**src/hdl/sfr_pkg.sv**
```systemverilog
// Package with the item types, status codes and constants of the serial frame receiver.
`default_nettype none

package sfr_pkg;

    // Input operation codes.
    typedef enum logic {
        OP_BYTE    = 1'b0,
        OP_TIMEOUT = 1'b1
    } t_op;

    // Frame status codes reported with every result item.
    typedef enum logic [2:0] {
        ST_IDLE     = 3'd0,
        ST_IN_FRAME = 3'd1,
        ST_GOOD     = 3'd2,
        ST_BAD_SUM  = 3'd3,
        ST_BAD_TAG  = 3'd4,
        ST_BAD_CMD  = 3'd5,
        ST_BAD_LEN  = 3'd6,
        ST_TIMEOUT  = 3'd7
    } t_status;

    // Receiver states: header bytes (including hunting) or payload bytes.
    typedef enum logic {
        S_HEADER  = 1'b0,
        S_PAYLOAD = 1'b1
    } t_rx_state;

    // Configuration register indexes (word addresses).
    typedef enum logic [1:0] {
        REG_DEVICE_ID    = 2'd0,
        REG_CHECK_ID     = 2'd1,
        REG_MAX_LENGTH   = 2'd2,
        REG_UNUSED       = 2'd3
    } t_reg_idx;

    localparam int APB_ADDR_W  = 4;
    localparam int APB_DATA_W  = 32;
    localparam int QUEUE_DEPTH = 4;

    localparam logic [7:0]  CMD_CODE        = 8'h81;
    localparam logic [8:0]  CMD_PAIR        = 9'h0FF;
    localparam logic [7:0]  RST_DEVICE_ID   = 8'd1;
    localparam logic        RST_CHECK_ID    = 1'b1;
    localparam logic [15:0] RST_MAX_LENGTH  = 16'd1016;

    // One input item.
    typedef struct packed {
        t_op        op;
        logic [7:0] rx_byte;
    } t_in_item;

    // One result item.
    typedef struct packed {
        logic        payload_valid;
        logic [7:0]  payload_byte;
        t_status     status;
        logic [15:0] frame_length;
    } t_out_item;

    // Classified item as it travels through the queue.
    typedef struct packed {
        logic       is_timeout;
        logic [7:0] data;
    } t_q_item;

    // Configuration seen by the frame checker.
    typedef struct packed {
        logic [7:0]  device_id;
        logic        check_device_id;
        logic [15:0] max_length;
    } t_cfg;

endpackage

`default_nettype wire

```
**src/hdl/sfr_front.sv**
```systemverilog
// Front stage: accepts input items, classifies them and hands them to the queue.
`default_nettype none

module sfr_front
    import sfr_pkg::*;
(
    input  wire logic     i_clk,
    input  wire logic     i_rst_n,
    input  wire logic     i_in_valid,
    output logic          o_in_stall,
    input  wire t_in_item i_in_item,
    output logic          o_push,
    output t_q_item       o_push_item,
    input  wire logic     i_q_full
);

    logic    r_valid;
    t_q_item r_item;
    logic    accept;

    // The stage holds one item; it stalls only while that item cannot enter the queue.
    assign o_in_stall  = r_valid && i_q_full;
    assign o_push      = r_valid && !i_q_full;
    assign o_push_item = r_item;
    assign accept      = i_in_valid && !o_in_stall;

    // Valid flag of the stage.
    always_ff @(posedge i_clk) begin
        if (!i_rst_n) begin
            r_valid <= 1'b0;
        end else if (accept) begin
            r_valid <= 1'b1;
        end else if (o_push) begin
            r_valid <= 1'b0;
        end
    end

    // Classify the accepted item: a timeout event or a received byte.
    always_ff @(posedge i_clk) begin
        if (accept) begin
            r_item.is_timeout <= (i_in_item.op == OP_TIMEOUT);
            r_item.data       <= i_in_item.rx_byte;
        end
    end

endmodule

`default_nettype wire

```
**src/hdl/sfr_queue.sv**
```systemverilog
// Short first-in first-out queue between the front and the back of the receiver.
`default_nettype none

module sfr_queue
    import sfr_pkg::*;
#(
    parameter int DEPTH = QUEUE_DEPTH
) (
    input  wire logic    i_clk,
    input  wire logic    i_rst_n,
    input  wire logic    i_push,
    input  wire t_q_item i_push_item,
    output logic         o_full,
    output logic         o_valid,
    output t_q_item      o_item,
    input  wire logic    i_pop
);

    localparam int PW = (DEPTH > 1) ? $clog2(DEPTH) : 1;
    localparam int CW = $clog2(DEPTH + 1);
    localparam logic [PW-1:0] LAST  = PW'(DEPTH - 1);
    localparam logic [CW-1:0] FULLC = CW'(DEPTH);

    t_q_item       r_mem [DEPTH];
    logic [PW-1:0] r_wr;
    logic [PW-1:0] r_rd;
    logic [CW-1:0] r_count;
    logic          do_push;
    logic          do_pop;

    assign o_full  = (r_count == FULLC);
    assign o_valid = (r_count != '0);
    assign o_item  = r_mem[r_rd];
    assign do_push = i_push && !o_full;
    assign do_pop  = i_pop && o_valid;

    // Pointers and fill count.
    always_ff @(posedge i_clk) begin
        if (!i_rst_n) begin
            r_wr    <= '0;
            r_rd    <= '0;
            r_count <= '0;
        end else begin
            if (do_push) begin
                r_wr <= (r_wr == LAST) ? '0 : r_wr + PW'(1);
            end
            if (do_pop) begin
                r_rd <= (r_rd == LAST) ? '0 : r_rd + PW'(1);
            end
            if (do_push && !do_pop) begin
                r_count <= r_count + CW'(1);
            end else if (do_pop && !do_push) begin
                r_count <= r_count - CW'(1);
            end
        end
    end

    // Storage.
    always_ff @(posedge i_clk) begin
        if (do_push) begin
            r_mem[r_wr] <= i_push_item;
        end
    end

endmodule

`default_nettype wire

```
**src/hdl/sfr_back.sv**
```systemverilog
// Back stage: frame parser, checksum accumulator and output register.
`default_nettype none

module sfr_back
    import sfr_pkg::*;
(
    input  wire logic    i_clk,
    input  wire logic    i_rst_n,
    input  wire t_cfg    i_cfg,
    input  wire logic    i_q_valid,
    input  wire t_q_item i_q_item,
    output logic         o_pop,
    output logic         o_out_valid,
    input  wire logic    i_out_stall,
    output t_out_item    o_out_item
);

    t_rx_state   r_state;
    t_rx_state   n_state;
    logic [15:0] r_pos;
    logic [15:0] n_pos;
    logic [15:0] r_sum;
    logic [15:0] n_sum;
    logic [15:0] r_plen;
    logic [15:0] n_plen;
    logic [7:0]  r_cmd;
    logic [7:0]  n_cmd;
    logic [15:0] r_rxsum;
    logic [15:0] n_rxsum;
    logic        r_out_valid;
    t_out_item   r_out_item;
    t_out_item   n_out_item;

    logic [2:0]  pos;
    logic [7:0]  b;
    logic [15:0] sum_base;
    logic        add_hi;
    logic [15:0] word;
    logic [16:0] sum_wide;
    logic [15:0] sum_add;
    logic [15:0] pos_inc;
    logic [15:0] rxsum_full;
    logic        tag_bad;
    logic        cmd_bad;
    logic        len_bad;
    logic        payload_end;
    logic        hdr_sum_ok;
    logic        pay_sum_ok;

    // A queued item moves on whenever the output register is free or being emptied.
    assign o_pop       = i_q_valid && (!r_out_valid || !i_out_stall);
    assign o_out_valid = r_out_valid;
    assign o_out_item  = r_out_item;

    // Shared decode: checksum update, field checks and frame end.
    always_comb begin
        pos         = r_pos[2:0];
        b           = i_q_item.data;
        sum_base    = (r_state == S_HEADER && pos == 3'd0) ? 16'd0 : r_sum;
        add_hi      = (r_state == S_PAYLOAD) ? r_pos[0] : pos[0];
        word        = add_hi ? {b, 8'h00} : {8'h00, b};
        sum_wide    = {1'b0, sum_base} + {1'b0, word};
        // End-around carry; the low half cannot overflow again.
        sum_add     = sum_wide[15:0] + {15'd0, sum_wide[16]};
        pos_inc     = r_pos + 16'd1;
        rxsum_full  = {b, r_rxsum[7:0]};
        tag_bad     = i_cfg.check_device_id && (b != i_cfg.device_id);
        cmd_bad     = (({1'b0, r_cmd} + {1'b0, b}) != CMD_PAIR) || (r_cmd != CMD_CODE);
        len_bad     = (r_plen > i_cfg.max_length);
        payload_end = (pos_inc == r_plen);
        hdr_sum_ok  = (~r_sum == rxsum_full);
        pay_sum_ok  = (~sum_add == r_rxsum);
    end

    // Next state.
    always_comb begin
        n_state = r_state;
        if (i_q_item.is_timeout) begin
            n_state = S_HEADER;
        end else if (r_state == S_PAYLOAD) begin
            if (payload_end) begin
                n_state = S_HEADER;
            end
        end else if (pos == 3'd7 && !len_bad && r_plen != 16'd0) begin
            n_state = S_PAYLOAD;
        end
    end

    // Result item and datapath updates.
    always_comb begin
        n_pos      = r_pos;
        n_sum      = r_sum;
        n_plen     = r_plen;
        n_cmd      = r_cmd;
        n_rxsum    = r_rxsum;
        n_out_item = '{payload_valid: 1'b0, payload_byte: 8'd0,
                       status: ST_IN_FRAME, frame_length: 16'd0};
        if (i_q_item.is_timeout) begin
            if (r_state == S_PAYLOAD || r_pos != 16'd0) begin
                n_out_item.status = ST_TIMEOUT;
                n_pos = 16'd0;
                n_sum = 16'd0;
            end else begin
                n_out_item.status = ST_IDLE;
            end
        end else if (r_state == S_PAYLOAD) begin
            n_out_item.payload_valid = 1'b1;
            n_out_item.payload_byte  = b;
            n_out_item.frame_length  = r_plen;
            n_sum = sum_add;
            n_pos = pos_inc;
            if (payload_end) begin
                n_out_item.status = pay_sum_ok ? ST_GOOD : ST_BAD_SUM;
                n_pos = 16'd0;
                n_sum = 16'd0;
            end
        end else begin
            case (pos) inside
                [3'd0:3'd1]: begin
                    if (tag_bad) begin
                        n_out_item.status = ST_BAD_TAG;
                        n_pos = 16'd0;
                        n_sum = 16'd0;
                    end else begin
                        n_sum = sum_add;
                        n_pos = pos_inc;
                    end
                end
                3'd2: begin
                    n_cmd = b;
                    n_sum = sum_add;
                    n_pos = pos_inc;
                end
                3'd3: begin
                    if (cmd_bad) begin
                        n_out_item.status = ST_BAD_CMD;
                        n_pos = 16'd0;
                        n_sum = 16'd0;
                    end else begin
                        n_sum = sum_add;
                        n_pos = pos_inc;
                    end
                end
                3'd4: begin
                    n_plen = {r_plen[15:8], b};
                    n_sum  = sum_add;
                    n_pos  = pos_inc;
                end
                3'd5: begin
                    n_plen = {b, r_plen[7:0]};
                    n_sum  = sum_add;
                    n_pos  = pos_inc;
                end
                3'd6: begin
                    // The checksum field itself counts as zero in the sum.
                    n_rxsum = {r_rxsum[15:8], b};
                    n_pos   = pos_inc;
                end
                default: begin
                    // Last header byte: length check, or an empty frame ends here.
                    n_rxsum = rxsum_full;
                    n_out_item.frame_length = r_plen;
                    n_pos = 16'd0;
                    if (len_bad) begin
                        n_out_item.status = ST_BAD_LEN;
                        n_sum = 16'd0;
                    end else if (r_plen == 16'd0) begin
                        n_out_item.status = hdr_sum_ok ? ST_GOOD : ST_BAD_SUM;
                        n_sum = 16'd0;
                    end
                end
            endcase
        end
    end

    // Frame state registers, updated once per item taken from the queue.
    always_ff @(posedge i_clk) begin
        if (!i_rst_n) begin
            r_state <= S_HEADER;
            r_pos   <= 16'd0;
            r_sum   <= 16'd0;
            r_plen  <= 16'd0;
            r_cmd   <= 8'd0;
            r_rxsum <= 16'd0;
        end else if (o_pop) begin
            r_state <= n_state;
            r_pos   <= n_pos;
            r_sum   <= n_sum;
            r_plen  <= n_plen;
            r_cmd   <= n_cmd;
            r_rxsum <= n_rxsum;
        end
    end

    // Output register valid flag.
    always_ff @(posedge i_clk) begin
        if (!i_rst_n) begin
            r_out_valid <= 1'b0;
        end else if (o_pop) begin
            r_out_valid <= 1'b1;
        end else if (!i_out_stall) begin
            r_out_valid <= 1'b0;
        end
    end

    // Output register payload.
    always_ff @(posedge i_clk) begin
        if (o_pop) begin
            r_out_item <= n_out_item;
        end
    end

endmodule

`default_nettype wire

```
**src/hdl/serial_frame_receiver.sv**
```systemverilog
// Top level of the serial frame receiver: configuration registers and stage wiring.
//
//  Channel   Direction  Handshake                   Contents
//  in        input      i_in_valid / o_in_stall     t_in_item: op, rx_byte
//  out       output     o_out_valid / i_out_stall   t_out_item: payload_valid,
//                                                   payload_byte, status, frame_length
//  config    input      APB psel/penable/pwrite     device_id, check_device_id,
//                                                   max_length at 0x0, 0x4, 0x8
//
// One item per clock is sustained while the output does not stall; each item gives
// one result item. After its input item is accepted, a result item is registered in
// turn in the front register, the queue and the output register. The frame parser
// updates its state once per item taken from the queue.
// Reset is synchronous and active low; it empties the stages and starts hunting.
// Either side may stall on its own: the queue absorbs up to P_QUEUE_DEPTH items.
`default_nettype none

module serial_frame_receiver
    import sfr_pkg::*;
#(
    parameter int P_QUEUE_DEPTH = QUEUE_DEPTH
) (
    input  wire logic                  i_clk,
    input  wire logic                  i_rst_n,
    input  wire logic                  i_in_valid,
    output logic                       o_in_stall,
    input  wire t_in_item              i_in_item,
    output logic                       o_out_valid,
    input  wire logic                  i_out_stall,
    output t_out_item                  o_out_item,
    input  wire logic                  psel,
    input  wire logic                  penable,
    input  wire logic                  pwrite,
    input  wire logic [APB_ADDR_W-1:0] paddr,
    input  wire logic [APB_DATA_W-1:0] pwdata,
    output logic [APB_DATA_W-1:0]      prdata,
    output logic                       pready
);

    t_cfg     r_cfg;
    t_reg_idx reg_idx;
    logic     cfg_wr;
    logic     push;
    t_q_item  push_item;
    logic     q_full;
    logic     q_valid;
    t_q_item  q_item;
    logic     pop;

    assign pready  = 1'b1;
    assign reg_idx = t_reg_idx'(paddr[3:2]);
    assign cfg_wr  = psel && penable && pwrite && pready;

    // Configuration register writes.
    always_ff @(posedge i_clk) begin
        if (!i_rst_n) begin
            r_cfg.device_id       <= RST_DEVICE_ID;
            r_cfg.check_device_id <= RST_CHECK_ID;
            r_cfg.max_length      <= RST_MAX_LENGTH;
        end else if (cfg_wr) begin
            case (reg_idx)
                REG_DEVICE_ID:  r_cfg.device_id       <= pwdata[7:0];
                REG_CHECK_ID:   r_cfg.check_device_id <= pwdata[0];
                REG_MAX_LENGTH: r_cfg.max_length      <= pwdata[15:0];
                default: ;
            endcase
        end
    end

    // Configuration register reads.
    always_comb begin
        case (reg_idx)
            REG_DEVICE_ID:  prdata = {24'd0, r_cfg.device_id};
            REG_CHECK_ID:   prdata = {31'd0, r_cfg.check_device_id};
            REG_MAX_LENGTH: prdata = {16'd0, r_cfg.max_length};
            default:        prdata = '0;
        endcase
    end

    sfr_front u_front (
        .i_clk       (i_clk),
        .i_rst_n     (i_rst_n),
        .i_in_valid  (i_in_valid),
        .o_in_stall  (o_in_stall),
        .i_in_item   (i_in_item),
        .o_push      (push),
        .o_push_item (push_item),
        .i_q_full    (q_full)
    );

    sfr_queue #(
        .DEPTH (P_QUEUE_DEPTH)
    ) u_queue (
        .i_clk       (i_clk),
        .i_rst_n     (i_rst_n),
        .i_push      (push),
        .i_push_item (push_item),
        .o_full      (q_full),
        .o_valid     (q_valid),
        .o_item      (q_item),
        .i_pop       (pop)
    );

    sfr_back u_back (
        .i_clk       (i_clk),
        .i_rst_n     (i_rst_n),
        .i_cfg       (r_cfg),
        .i_q_valid   (q_valid),
        .i_q_item    (q_item),
        .o_pop       (pop),
        .o_out_valid (o_out_valid),
        .i_out_stall (i_out_stall),
        .o_out_item  (o_out_item)
    );

endmodule

`default_nettype wire
```
**config.mk**
```make
export PLATFORM = sky130hd
export DESIGN_NAME = serial_frame_receiver
export DESIGN_NICKNAME = d
export VERILOG_FILES = /design/src/hdl/sfr_pkg.sv /design/src/hdl/sfr_front.sv /design/src/hdl/sfr_queue.sv /design/src/hdl/sfr_back.sv /design/src/hdl/serial_frame_receiver.sv
export SDC_FILE = /design/constraint.sdc
export NUM_CORES = 1
export LEC_CHECK = 0
export ABC_CLOCK_PERIOD_IN_PS = 15500
export BUFFER_PORTS_ARGS = -buffer_cell sky130_fd_sc_hd__buf_2
export CAP_MARGIN = 20
export CORE_ASPECT_RATIO = 2
export CORE_MARGIN = 1
export CORE_UTILIZATION = 51
export CTS_BUF_LIST = sky130_fd_sc_hd__clkbuf_8
export DETAILED_ROUTE_END_ITERATION = 8
export GPL_TIMING_DRIVEN = 0
export PLACE_DENSITY = 0.75
export SLEW_MARGIN = 30
export SYNTH_ARGS = -nofsm -noshare
export SYNTH_HDL_FRONTEND = slang
export SYNTH_SLANG_ARGS = --single-unit
```
**constraint.sdc**
```tcl
create_clock -name i_clk -period 15.5 [get_ports i_clk]
set_clock_uncertainty 0.2 [all_clocks]
set_input_delay 1.55 -clock i_clk [delete_from_list [all_inputs] [get_ports i_clk]]
set_output_delay 1.55 -clock i_clk [all_outputs]
set_load 0.005 [all_outputs]
```
# Word-level counts from Yosys, hierarchy flattened

Memory sizes are Yosys's and may differ from the RTL's. A register that Yosys moved wholly into a read port is not among the register bits.
Cells that the tools add are included.

Memories: 1
Memory bits (writable): 36
Logic and storage cells: 177
Register bits after elaboration: 144
Output and inout port bits: 63

Eq/ne operators: 20
Reduce and logical (&&, ||, !) cells: 45
Multiplexer cells: 68
Bitwise gates (word level): 10
$add $sub $neg: 8
Order comparisons: 3

Memories:

| memory        | words | width | read ports | clocked after memory_dff | write ports | line            | text |
|---|---|---|---|---|---|---|---|
| u_queue.r_mem | 4     | 9     | 1          | 1                        | 1           | sfr_queue.sv:24 | `t_q_item r_mem [DEPTH];` |

Operator list:

| cell                                           | number |
|---|---|
| 2-to-1 mux 16 bit                              | 33 |
| equality test 16 bit                           | 3 |
| case mux 16 bit (3 select lines)               | 1 |
| 2-to-1 mux 3 bit                               | 15 |
| inverter 16 bit                                | 2 |
| nonzero test 16 bit                            | 2 |
| 2-to-1 mux 19 bit                              | 1 |
| AND reduction 9 bit                            | 2 |
| adder 16 x 16 -> 17 bit                        | 1 |
| adder 16 x 1 -> 16 bit                         | 1 |
| adder 16 x 1 -> 16 bit (second input constant) | 1 |
| greater-than comparator 16 bit                 | 1 |
| zero test 16 bit                               | 1 |
| equality test 3 bit (second input constant)    | 5 |
| logical AND 1 bit                              | 15 |
| 2-to-1 mux 1 bit                               | 12 |
| adder 8 x 8 -> 9 bit                           | 1 |
| 2-to-1 mux 9 bit                               | 1 |
| != test 9 x 8 -> 1 bit (second input constant) | 1 |
| nonzero test 9 bit                             | 1 |
| 2-to-1 mux 2 bit                               | 4 |
| 2-to-1 mux 8 bit                               | 1 |
| != test 8 x 2 -> 1 bit (second input constant) | 1 |
| != test 8 bit                                  | 1 |
| 23 further kinds                               | 47 |

# Logic depth before layout (Yosys ltp)

Depth in word-level cells: 13
Depth in mapped cells: 29
Gate-level depth less buffers: 26

# Hierarchy

Synthesis repeated with hierarchy kept, for this count alone.

Cells, all modules: 1,126
Area, all modules: 10,852.9 µm²

By module, submodules not included:

| module                | times used | sequential area each (µm²) | cells each | area each (µm²) |
|---|---|---|---|---|
| sfr_back              | 1          | 2,322.2                    | 856        | 7,414.6 |
| sfr_queue             | 1          | 1,261.2                    | 98         | 1,775.5 |
| serial_frame_receiver | 1          | 500.5                      | 158        | 1,342.5 |
| sfr_front             | 1          | 290.3                      | 14         | 320.3 |

# Least setup slack after synthesis

OpenSTA, ideal clock, no wires.

Kind: register -> register
From: register u_back.r_pos[0]
To: register u_back.r_out_item, in the netlist u_back.o_out_item[16] (data pin)
Stages on the path, launching flop included: 28
Data required time: 15,046 ps
Path buffers: 3
Library setup time: 254 ps
Data arrival time: 5,723 ps
Setup slack: 9,322 ps
Cell sequence: dfxtp_1 buf_2 clkbuf_1 inv_2 ha_1 nor3b_1 clkbuf_1 nor2b_1 ha_1 a21o_1 a22oi_1 o211ai_1 a221oi_1 nor2b_1 o21ai_0 nand2b_1 ha_1 nor2b_1 and2_1 nor3b_1 and2_1 and4_1 a211oi_1 xnor2_1 xnor2_1 a211oi_1 o2111ai_1 o21a_1

RTL lines:

| element                  | line            | text |
|---|---|---|
| start: declaration       | sfr_back.sv:20  | `logic [15:0] r_pos;` |
| start signal: assignment | sfr_back.sv:187 | `r_pos <= n_pos;` |
| end signal: assignment   | sfr_back.sv:209 | `r_out_item <= n_out_item;` |
| end: declaration         | sfr_back.sv:31  | `t_out_item r_out_item;` |

==> qor.log <==
INFO  floorplanning  design.die.area=21900um2
INFO  synth          synth_top_area_cell=sky130_fd_sc_hd__edfxtp_1
INFO  grt            grt_pass1_vias=8514
INFO  route          drt-total-wl=28.0mm
INFO  synth          post_synth_xor_area_fraction=7.33%
INFO  grt            maximum_number_of_pins_on_one_net_before_global_route_repair=33
INFO  timing         final_worst_path_period_need=8200ps
INFO  timing         setup_total_negative_slack=0ps
INFO  synth          synth_mux_area_share=6.87%
INFO  timing         setup_ws_final=7300ps
INFO  critical_path  data_arrival_time_of_the_worst_path=8260ps
INFO  clocking       cts_root_buffer=sky130_fd_sc_hd__clkbuf_8
INFO  synth          synthesis.area_per_instance=9.81um2
INFO  flow_run       timing.max_cap.violations=0
INFO  timing         hold_violations=0
INFO  placement      dpl.cell_count=1467
INFO  route          initial_detailed_routing_violation_count=510
INFO  finish         fillers=1815
INFO  finish         drive_gt1_share=13.7%
INFO  clocking       cts.sinks=182
INFO  critical_path  crit_path_start_kind=flip-flop
INFO  finish         layout.cells.non_filler=1499
INFO  timing         relSlewSlack=36.7%
INFO  synth          postSynth.asyncResetShare=0%
INFO  grt            grt_first_pass_wirelength=43.9mm
INFO  synth          netlist.area_leader.share=20.2%
INFO  critical_path  critical-path-top-delay-family=simple AND/OR/NAND/NOR gates
INFO  grt            grt_overflow_total=0
INFO  pwr            vdd.ir_drop.worst=0.0000884V
INFO  route          route.vias.total=8540
INFO  critical_path  timing.critical_path.fanout_max=10
INFO  critical_path  worst-r2r-setup-slack=7300ps
INFO  finish         insertedDiodeCount=0
INFO  floorplanning  placeableCoreArea=20900um2
INFO  timing         slew_at_the_pin_closest_to_its_max_slew_limit=950ps
INFO  synth          ys_warn_count=0
INFO  worst_hold_path min_delay_path_depth=2
INFO  route          vias_per_cell=5.70
INFO  pwr            p_leak=4.84nW
INFO  timing         total_count_of_max_transition_violations_in_the_final_report=0
INFO  critical_path  critical_path.endpoint_type=flip-flop
INFO  grt            grt_antenna_before_repair=0
INFO  critical_path  worst_r2r_path_depth=27
INFO  finish         multiInputGateArea=6060um2
INFO  clocking       cts_setup_buffers=0
INFO  synth          synth.distinct_cells=79
INFO  synth          yosysSeqAreaShare=40.4%
INFO  floorplanning  placementRows=75
INFO  placement      place_hpwl=22.1mm
INFO  route          postRouteAntennaNets=0
INFO  critical_path  timing.setup.critical_path_class=reg -> reg
INFO  synth          synth_seq_cells=182
INFO  finish         design.final.nets=1326
INFO  clocking       cts_htree_levels=4
INFO  clocking       post_cts_hold_buffer_count=0
INFO  critical_path  rr_endpoint=u_back.o_out_item[16]
INFO  route          drc=0
INFO  route          drt_first_pass_iters=5
INFO  placement      worst_slack_at_placement=7480ps
INFO  timing         timing.fmax=0.122GHz
INFO  timing         final_min_period_over_clock_period=52.9%
INFO  critical_path  path_depth=27
INFO  clocking       cts-buffers-inserted=17
INFO  synth          synth_top_flop_cell=sky130_fd_sc_hd__dfxtp_1
INFO  worst_hold_path worstHoldEndpoint=u_back.o_out_valid
INFO  clocking       clock_tree.buffer_depth=2
INFO  route          routedWlPerCell=18.7um
INFO  critical_path  max_stage_delay=750ps
INFO  critical_path  critPathRequiredTime=15560ps
INFO  synth          synthTopCellsByArea=sky130_fd_sc_hd__edfxtp_1 (20%), sky130_fd_sc_hd__dfxtp_1 (20%), sky130_fd_sc_hd__ha_1 (6.2%)
INFO  timing         setup_viol=0
INFO  synth          synth_enable_flop_cells=73
INFO  floorplanning  num_ports=115
INFO  worst_hold_path worst_hold_startpoint=u_back.o_out_valid
INFO  finish         seqCellArea=4370um2
INFO  synth          syn_area=10800um2
INFO  critical_path  crit_buf_inv=4
INFO  synth          synth.most_common_cell=sky130_fd_sc_hd__dfxtp_1
INFO  floorplanning  die_h=208um
INFO  status         status=complete, no violations
INFO  timing         setup_repair_after_global_routing_missed_its_margin=false
INFO  clocking       worst_skew_pair.late_latency=490ps
INFO  synth          synth_simple_gate_area_share=21.1%
INFO  synth          synth_compound_area_share=13.0%
INFO  clocking       cts_resized=0
INFO  grt            global_route.usage.total=26.4%
INFO  synth          combinational_family_with_the_most_area_after_synthesis=simple AND/OR/NAND/NOR gates
INFO  placement      place_congestion=0.942
INFO  placement      port_buffers=78
INFO  worst_hold_path hp-class=reg -> reg
INFO  pwr            power_density=111nW/um2
INFO  timing         timing.hold.ws=295ps
INFO  critical_path  worst_r2r_startpoint=u_back.r_pos[0]
INFO  synth          post_synth_inst_count=1105
INFO  floorplanning  die_x=105um
INFO  floorplanning  floorplan.initialDensity=51.8%
INFO  critical_path  timing.critical_path.slowest_stage_cell=sky130_fd_sc_hd__nor3b_2
INFO  synth          synth-adder-area-share=6.79%
INFO  finish         area.growth.synth_to_final=11.0%
INFO  synth          synth_commonest_cells=sky130_fd_sc_hd__dfxtp_1 (109), sky130_fd_sc_hd__nor2b_1 (100), sky130_fd_sc_hd__edfxtp_1 (73), sky130_fd_sc_hd__nand2_1 (62)
INFO  clocking       path_clk_slew=110ps
INFO  clocking       tritoncts_clock_tree=done
==> tightest hold or removal path, cell delays in order, from the launching register on <==
cell	delay (ps)
sky130_fd_sc_hd__dfxtp_1	340
sky130_fd_sc_hd__nand2_1	50
sky130_fd_sc_hd__a21boi_0	60
==> per-layer routing <==
metal  vias up  track usage [%]  wire (um)
met5         -                0          0
met4         0             19.1       1900
met2       249             52.3      15800
met3       106             3.70        891
li1       4134                -          -
met1      4051             23.6       9450
==> sequential cells by signal, indices dropped and copies added (netlist names), 2 cells and up, named ones only <==
| signal | count |
|---|---|
| u_queue.r_wr | 2 |
| u_back.o_out_item | 28 |
| u_front.o_push_item | 9 |
| u_back.r_cmd | 8 |
| u_back.r_pos | 16 |
| u_queue.r_count | 3 |
| u_back.r_plen | 16 |
| u_back.r_sum | 16 |
| u_queue.r_rd | 2 |
| u_queue.r_mem | 36 |
| r_cfg | 25 |
| u_back.r_rxsum | 16 |
==> layout by cell type, fill, tap and decap left out, types with 11 or more instances in the layout <==
cell                       synthesis  final
sky130_fd_sc_hd__clkbuf_8          0     17
sky130_fd_sc_hd__nor3_1           22     21
sky130_fd_sc_hd__a21oi_1          37     37
sky130_fd_sc_hd__nor2b_1         100    100
sky130_fd_sc_hd__a22oi_1          16     16
sky130_fd_sc_hd__clkbuf_1         38     38
sky130_fd_sc_hd__o211ai_1         11     11
sky130_fd_sc_hd__a21o_1           23     23
sky130_fd_sc_hd__nand2_1          62     62
sky130_fd_sc_hd__nand3_1          21     21
sky130_fd_sc_hd__and2_1           48     48
sky130_fd_sc_hd__a21boi_0         15     15
sky130_fd_sc_hd__nor2_1           54     54
sky130_fd_sc_hd__buf_2             8     86
sky130_fd_sc_hd__buf_4            18     18
sky130_fd_sc_hd__nor4_1           14     14
sky130_fd_sc_hd__edfxtp_1         73     73
sky130_fd_sc_hd__xnor2_1          45     45
sky130_fd_sc_hd__xor2_1           43     43
sky130_fd_sc_hd__ha_1             54     54
sky130_fd_sc_hd__o21ai_0          25     25
sky130_fd_sc_hd__mux2i_1          53     53
sky130_fd_sc_hd__inv_1            36     36
sky130_fd_sc_hd__dfxtp_1         109    109
sky130_fd_sc_hd__nand4_1          21     21
sky130_fd_sc_hd__nand2b_1         12     12
sky130_fd_sc_hd__conb_1            2     17
sky130_fd_sc_hd__and3_1           15     15
==> cell type report <==
class	instances	area share, %
tap	269	2.80
multi-input combinational	833	50.4
clock buffer	17	1.94
inverter	37	1.15
clock inverter	15	1.25
sequential	182	36.4
timing repair buffer	78	3.24
buffer	68	2.90
==> logic make-up (layout without fill, tap and decap cells) <==
family | count (synthesis) | in the layout
and+or+nand+nor | 407 | 407
AOI/OAI and AO/OA | 200 | 200
DFF | 182 | 182
buffers and inverters | 105 | 215
xor gates and xnor gates | 89 | 89
muxes | 63 | 63
adders and majority gates | 57 | 57
other | 2 | 17
==> report_power, final <==
| part | total, mW | switching [mW] | internal (mW) |
|---|---|---|---|
| combinational | 0.437 | 0.275 | 0.161 |
| sequential | 0.584 | 0.0199 | 0.564 |
| clock | 0.317 | 0.196 | 0.120 |
| total | 1.34 | 0.492 | 0.846 |
==> per-stage QoR <==
step,utilization (%),power (mW),cell area [um2]
final,57.5,1.34,12000
after global routing,57.5,1.40,12000
after CTS,57.5,1.34,12000
after detailed placement,55.7,1.03,11600
after global placement,55.5,1.02,11600
after floorplan,-,0.876,10900
==> worst max path at each step <==
stage                          startpoint                     to  slack (ps)
after detailed placement  u_back.r_pos[0]  u_back.o_out_item[16]        7480
after global placement    u_back.r_pos[0]  u_back.o_out_item[16]        7130
after floorplan           u_back.r_pos[0]  u_back.o_out_item[16]        9320
final                     u_back.r_pos[0]  u_back.o_out_item[16]        7300
after CTS                 u_back.r_pos[0]  u_back.o_out_item[16]        7450
after global routing      u_back.r_pos[0]  u_back.o_out_item[16]        7000
No activity file was read; power rests on OpenSTA's default activity.
